**src/rtl/tce_pkg.sv**
```systemverilog
// Shared types, codes and field widths of the TCP connection engine.
`timescale 1ns / 1ps
package tce_pkg;

    localparam int IN_DATA_W  = 232;
    localparam int IN_USER_W  = 2;
    localparam int OUT_DATA_W = 192;
    localparam int OUT_USER_W = 3;
    localparam int CFG_IDX_W  = 2;
    localparam int CFG_DATA_W = 32;

    localparam logic [5:0] FLAG_URG = 6'h20;
    localparam logic [5:0] FLAG_ACK = 6'h10;
    localparam logic [5:0] FLAG_PSH = 6'h08;
    localparam logic [5:0] FLAG_RST = 6'h04;
    localparam logic [5:0] FLAG_SYN = 6'h02;
    localparam logic [5:0] FLAG_FIN = 6'h01;

    localparam logic [3:0] CONN_CLOSED  = 4'd0;
    localparam logic [3:0] CONN_LISTEN  = 4'd1;
    localparam logic [3:0] CONN_SYNRCVD = 4'd2;
    localparam logic [3:0] CONN_ESTAB   = 4'd3;

    localparam logic [2:0] ACT_DROP   = 3'd0;
    localparam logic [2:0] ACT_RESET  = 3'd1;
    localparam logic [2:0] ACT_ACK    = 3'd2;
    localparam logic [2:0] ACT_SYNACK = 3'd3;
    localparam logic [2:0] ACT_FINACK = 3'd4;

    localparam logic [1:0] STATUS_OK      = 2'd0;
    localparam logic [1:0] STATUS_NOMATCH = 2'd1;
    localparam logic [1:0] STATUS_FULL    = 2'd2;
    localparam logic [1:0] STATUS_CLOSED  = 2'd3;

    localparam logic [CFG_IDX_W-1:0] CFG_LOCAL_ADDR = 2'd0;
    localparam logic [CFG_IDX_W-1:0] CFG_PREF_WIN   = 2'd1;
    localparam logic [CFG_IDX_W-1:0] CFG_MSS        = 2'd2;

    typedef struct packed {
        logic [3:0]  state;
        logic [31:0] laddr;
        logic [15:0] lport;
        logic [31:0] raddr;
        logic [15:0] rport;
        logic [31:0] snd_isn;
        logic [31:0] snd_nxt;
        logic [31:0] snd_una;
        logic [15:0] snd_wnd;
        logic [31:0] wl_seq;
        logic [31:0] wl_ack;
        logic [31:0] rcv_nxt;
        logic [15:0] rcv_wnd;
        logic [15:0] ip_id;
    } slot_t;

    localparam int SLOT_W = $bits(slot_t);

    typedef struct packed {
        logic        opcode;
        logic        cksum_ok;
        logic [31:0] src;
        logic [31:0] dst;
        logic [15:0] sport;
        logic [15:0] dport;
        logic [31:0] seq;
        logic [31:0] ack;
        logic [5:0]  flags;
        logic [15:0] wnd;
        logic [15:0] len;
        logic [31:0] isn;
    } seg_t;

    typedef struct packed {
        logic [2:0]  action;
        logic [31:0] seq;
        logic [31:0] ack;
        logic [5:0]  flags;
        logic [15:0] window;
        logic [15:0] ip_id;
        logic [31:0] raddr;
        logic [15:0] rport;
        logic [15:0] lport;
        logic [15:0] deliver;
        logic [3:0]  slot;
        logic [1:0]  status;
    } res_t;

    typedef struct packed {
        logic start;
        logic scan;
        logic rd_sel;
        logic load;
        logic check;
        logic exec;
    } cmd_t;

    typedef struct packed {
        logic scan_last;
        logic again;
        logic out_free;
    } stat_t;

endpackage

```
**src/rtl/tce_ctrl.sv**
```systemverilog
// Sequencer of the TCP connection engine: scan, load, check, execute.
`timescale 1ns / 1ps
module tce_ctrl import tce_pkg::*; (
    input  logic  aclk,
    input  logic  aresetn,
    input  logic  s_tvalid,
    output logic  s_tready,
    input  stat_t stat,
    output cmd_t  cmd
);
    localparam logic [2:0] ST_IDLE  = 3'd0;
    localparam logic [2:0] ST_SCAN  = 3'd1;
    localparam logic [2:0] ST_DRAIN = 3'd2;
    localparam logic [2:0] ST_RDSEL = 3'd3;
    localparam logic [2:0] ST_LOAD  = 3'd4;
    localparam logic [2:0] ST_CHECK = 3'd5;
    localparam logic [2:0] ST_EXEC  = 3'd6;

    logic [2:0] state_reg, state_next;

    assign s_tready = (state_reg == ST_IDLE);

    always_comb begin
        cmd        = '0;
        state_next = state_reg;
        case (state_reg)
            ST_IDLE: begin
                cmd.start = s_tvalid;
                if (s_tvalid) state_next = ST_SCAN;
            end
            ST_SCAN: begin
                cmd.scan = 1'b1;
                if (stat.scan_last) state_next = ST_DRAIN;
            end
            ST_DRAIN: state_next = ST_RDSEL;
            ST_RDSEL: begin
                cmd.rd_sel = 1'b1;
                state_next = ST_LOAD;
            end
            ST_LOAD: begin
                cmd.load   = 1'b1;
                state_next = ST_CHECK;
            end
            ST_CHECK: begin
                cmd.check  = 1'b1;
                state_next = ST_EXEC;
            end
            ST_EXEC: begin
                cmd.exec = 1'b1;
                if (stat.again) state_next = ST_CHECK;
                else if (stat.out_free) state_next = ST_IDLE;
            end
            default: state_next = ST_IDLE;
        endcase
    end

    always_ff @(posedge aclk) begin
        if (!aresetn) begin
            state_reg <= ST_IDLE;
        end else begin
            state_reg <= state_next;
        end
    end
endmodule

```
**config.mk**
```make
export PLATFORM = sky130hd
export DESIGN_NAME = tce_ctrl
export DESIGN_NICKNAME = d
export VERILOG_FILES = /design/src/rtl/tce_pkg.sv /design/src/rtl/tce_ctrl.sv
export SDC_FILE = /design/constraint.sdc
export NUM_CORES = 1
export LEC_CHECK = 0
export BUFFER_PORTS_ARGS = -buffer_cell sky130_fd_sc_hd__buf_2
export CAP_MARGIN = 20
export CORE_AREA = 4 4 41 43
export DETAILED_ROUTE_END_ITERATION = 10
export DIE_AREA = 0 0 45 47
export SETUP_SLACK_MARGIN = 0.4
export SLEW_MARGIN = 10
export SYNTH_ARGS = -nofsm -noshare
export SYNTH_HDL_FRONTEND = slang
export SYNTH_SLANG_ARGS = --single-unit
```
**constraint.sdc**
```tcl
create_clock -name aclk -period 2.65 [get_ports aclk]
set_input_delay 0.265 -clock aclk [delete_from_list [all_inputs] [get_ports aclk]]
set_output_delay 0.265 -clock aclk [all_outputs]
set_load 0.005 [all_outputs]
```
* Word level (Yosys, flattened, before mapping)
Index checks and enable logic that the tools add are counted.
** Word-level totals
- Bits in registers :: 3
- Input port bits :: 6
- Output and inout bits :: 7
- Logic and storage cells :: 23
** Cells by class
- Equality and inequality tests :: 9
- Multiplexer cells :: 11
- Reduce and logical (&&, ||, !) cells :: 2
** Operator list (number)
- 3-bit one-hot mux with 7 select lines :: 1
- 3-bit two-way mux :: 4
- 3-bit == test, second input constant :: 3
- 3-bit by 2-bit == test with 1-bit output, second input constant :: 2
- 1-bit two-way mux :: 6
- 2-bit != test, second input constant :: 2
- 3-bit by 1-bit == test with 1-bit output, second input constant :: 1
- 3-bit logical NOT :: 1
- 3-bit != test, second input constant :: 1
- 3-bit AND reduction :: 1

* Depth between registers and ports, before layout
- Depth after elaboration :: 3
- Gate-level depth with buffers :: 4

* Worst setup path after synthesis
Ideal clock, no wire load.
- Path type :: register -> output
- From :: register state_reg[1]
- To :: output port cmd[5] (netlist name)
- Data arrival time :: 835 ps
- Slack :: 1550 ps
- Stages on the path, launching flop included :: 4
- Path buffers :: 1
- Path through :: dfxtp_1 -> buf_6 -> nor3_1 -> and2_1
** RTL lines
- start, declared :: line tce_ctrl.sv:19 : logic [2:0] state_reg, state_next;
- start signal, assigned :: line tce_ctrl.sv:61 : state_reg <= state_next;
- end, declared :: line tce_ctrl.sv:9 : output cmd_t cmd

==> impl_results.md <==
- Status: completed
- Max IR drop VDD: 0.144 mV
- Main area contributors after synthesis: dfxtp_1 27%, o21ai_0 6.8%, nor3b_1 6.8%
- Total power: 0.168 mW
- Cell taking the most area after synthesis: dfxtp_1
- Max Cap Viol: 0
- Clock Skew: 1.28 ps
- Die width: 45 µm
- Worst slew pin tran: 324 ps
- First-pass GRT wire length: 765 µm
- Avg WL per Cell: 9.20 µm
- Crit end category: output pin
- Max Root-Sink Buffers: 2
- Fin crit share: 0.524
- Worst path bufs/invs: 1
- Post-synth top flop: dfxtp_1
- I/O Pins: 13
- Filler instances: 149
- TritonCTS clock tree: built
- Post-CTS sizing: 0
- Synthesized area: 220 µm²
- Setup_tns: 0 ps
- Starting DRT DRC Count: 0
- Area delta synth->final: 39.2%
- Number of synthesized flops with an enable pin: 0
- Slew headroom: 0.784
- Avg Cell Area, Syn: 8.16 µm²
- YS warnings: 0
- Clk Latency, worst-skew pair: 230 ps
- Worst Path Max Fanout: 10
- Synth top area share: 0.273
- Critical Path AT: 1120 ps
- Port Buffers: 12
- WL final: 515 µm
- Routed vias/inst: 3.98
- Hold path cells: 3
- Post-synthesis cell count: 27
- Netlist cell types: 18
- CORE AREA: 1300 µm²
- Postcts setup bufs: 0
- Final instance area: 307 µm²
- Inserted Clock Buffers: 3
- Top achievable clock speed: 0.720 GHz
- #FFs+latches synth: 3
- Die area: 2120 µm²
- Sequential share of the synthesized area: 0.273
- Dpl cell area: 280 µm²
- Ys async rst share: 0
- Antenna violations before repair: 0
- Overflow left after global routing: 0
- RSZ-0062 raised after global routing: false
- GRT Total Usage: 0.0545
- Endpoints failing hold: 0
- H-tree depth: 1
- Drt pass-1 iters: 1
- Final GP Congestion: 0.669
- Die height: 47 µm
- Commonest cells post-synth: 3 x dfxtp_1, 3 x o21ai_0
- Setup-failing EPs final: 0
- Pin count of the biggest net entering global routing: 13
- Vias: 223
- Clock transition at path regs: 40 ps
- Largest register FFs: 3
- Cell Rows: 13
- R2R cell count: 3
- Dpl hpwl: 407 µm
- Layout cells sized above 1: 0.463
- Critical path's slowest cell: dfxtp_1
- ANT nets after route: 0
- Leakage: 0.147 nW
- Starting density of the core: 0.169
- Inserted Diodes: 0
- Final Max Tran Viols: 0
- Syn Nets: 33
- Critical path class: reg2out
- Crit path time final: 1390 ps
- CP Cell Sequence: nor3_1, and2_1, buf_2
- CTS Hold Bufs: 0
- Max stage delay on crit path: 490 ps
- Top delay family on crit path: flip-flops
- Levels on crit path: 3
- Critical path data required time: 2380 ps
- Pwr dens: 548 nW/µm²
- Final #Nets: 48
- Worst hold path type: in2reg
- Clock root buffer: clkbuf_4
- Startpoint Class: flop
- DRC Markers: 0
- Clk sinks: 3
- Hold_ws: 302 ps
- Vias in the first global route: 209
stage by stage:
step	cells	util	setup WS, ps
CTS	56	0.236	1250
floorplan	27	-	1550
detailed placement	52	0.215	1500
global placement	52	0.215	1500
global route	56	0.236	1210
finish	56	0.236	1260
tightest hold or removal path: cells and delay by family:
kind / cells / cell delay, ps
AOI/OAI and AO/OA: 2 / 100
buffers and inverters: 1 / 110
cell families after synthesis:
logic type | Yosys count | synth area share
buffers and inverters | 4 | 0.119
AND/OR/NAND/NOR | 12 | 0.386
flip-flops | 3 | 0.273
AO/OA/AOI/OAI | 8 | 0.222
power breakdown:
group	switching, mW	leakage, nW	internal (mW)
clock network	0.0230	0.0150	0.0564
logic	0.0147	0.108	0.0182
registers	0.00648	0.0246	0.0491
total	0.0442	0.147	0.124
metal layers:
metal	global-route usage	vias up	share of wire
met4	0.0702	0	0
met2	0.0819	8	0.46
met1	0.0499	92	0.43
met3	0.0230	0	0.11
li1	-	123	-
met5	0	-	0
cell type report:
class | instances | area (µm²) | share of cell area
clock buffer | 4 | 26.3 | 0.0857
tap | 15 | 18.8 | 0.0612
inverter | 2 | 7.51 | 0.0245
multi-input combinational | 20 | 134 | 0.437
sequential | 3 | 60.1 | 0.196
timing repair buffer | 12 | 60.1 | 0.196
cell usage in the layout (no fill, tap or decap):
cell type	netlist	layout
buf_2	0	12
nor3b_1	2	2
nand2b_1	1	1
and2_1	2	2
a31oi_1	1	1
a32o_1	1	1
clkbuf_1	0	1
dfxtp_1	3	3
a21oi_1	2	2
nand3_1	1	1
a21boi_0	1	1
nor3_1	2	2
and3_2	1	1
clkbuf_4	0	3
and3b_2	1	1
nor2b_2	1	1
inv_1	2	2
nor3_2	1	1
o21ai_0	3	3
final timing paths:
| check | start | endpoint | slack [ps] |
|---|---|---|---|
| worst max-delay path | state_reg[1] | cmd[5] | 1260 |
| worst min-delay path | aresetn | state_reg[2] | 300 |
| worst max register to register | state_reg[2] | state_reg[2] | 1570 |
| worst min register to register | state_reg[1] | state_reg[2] | 590 |
(Power assumes the default switching activity.)
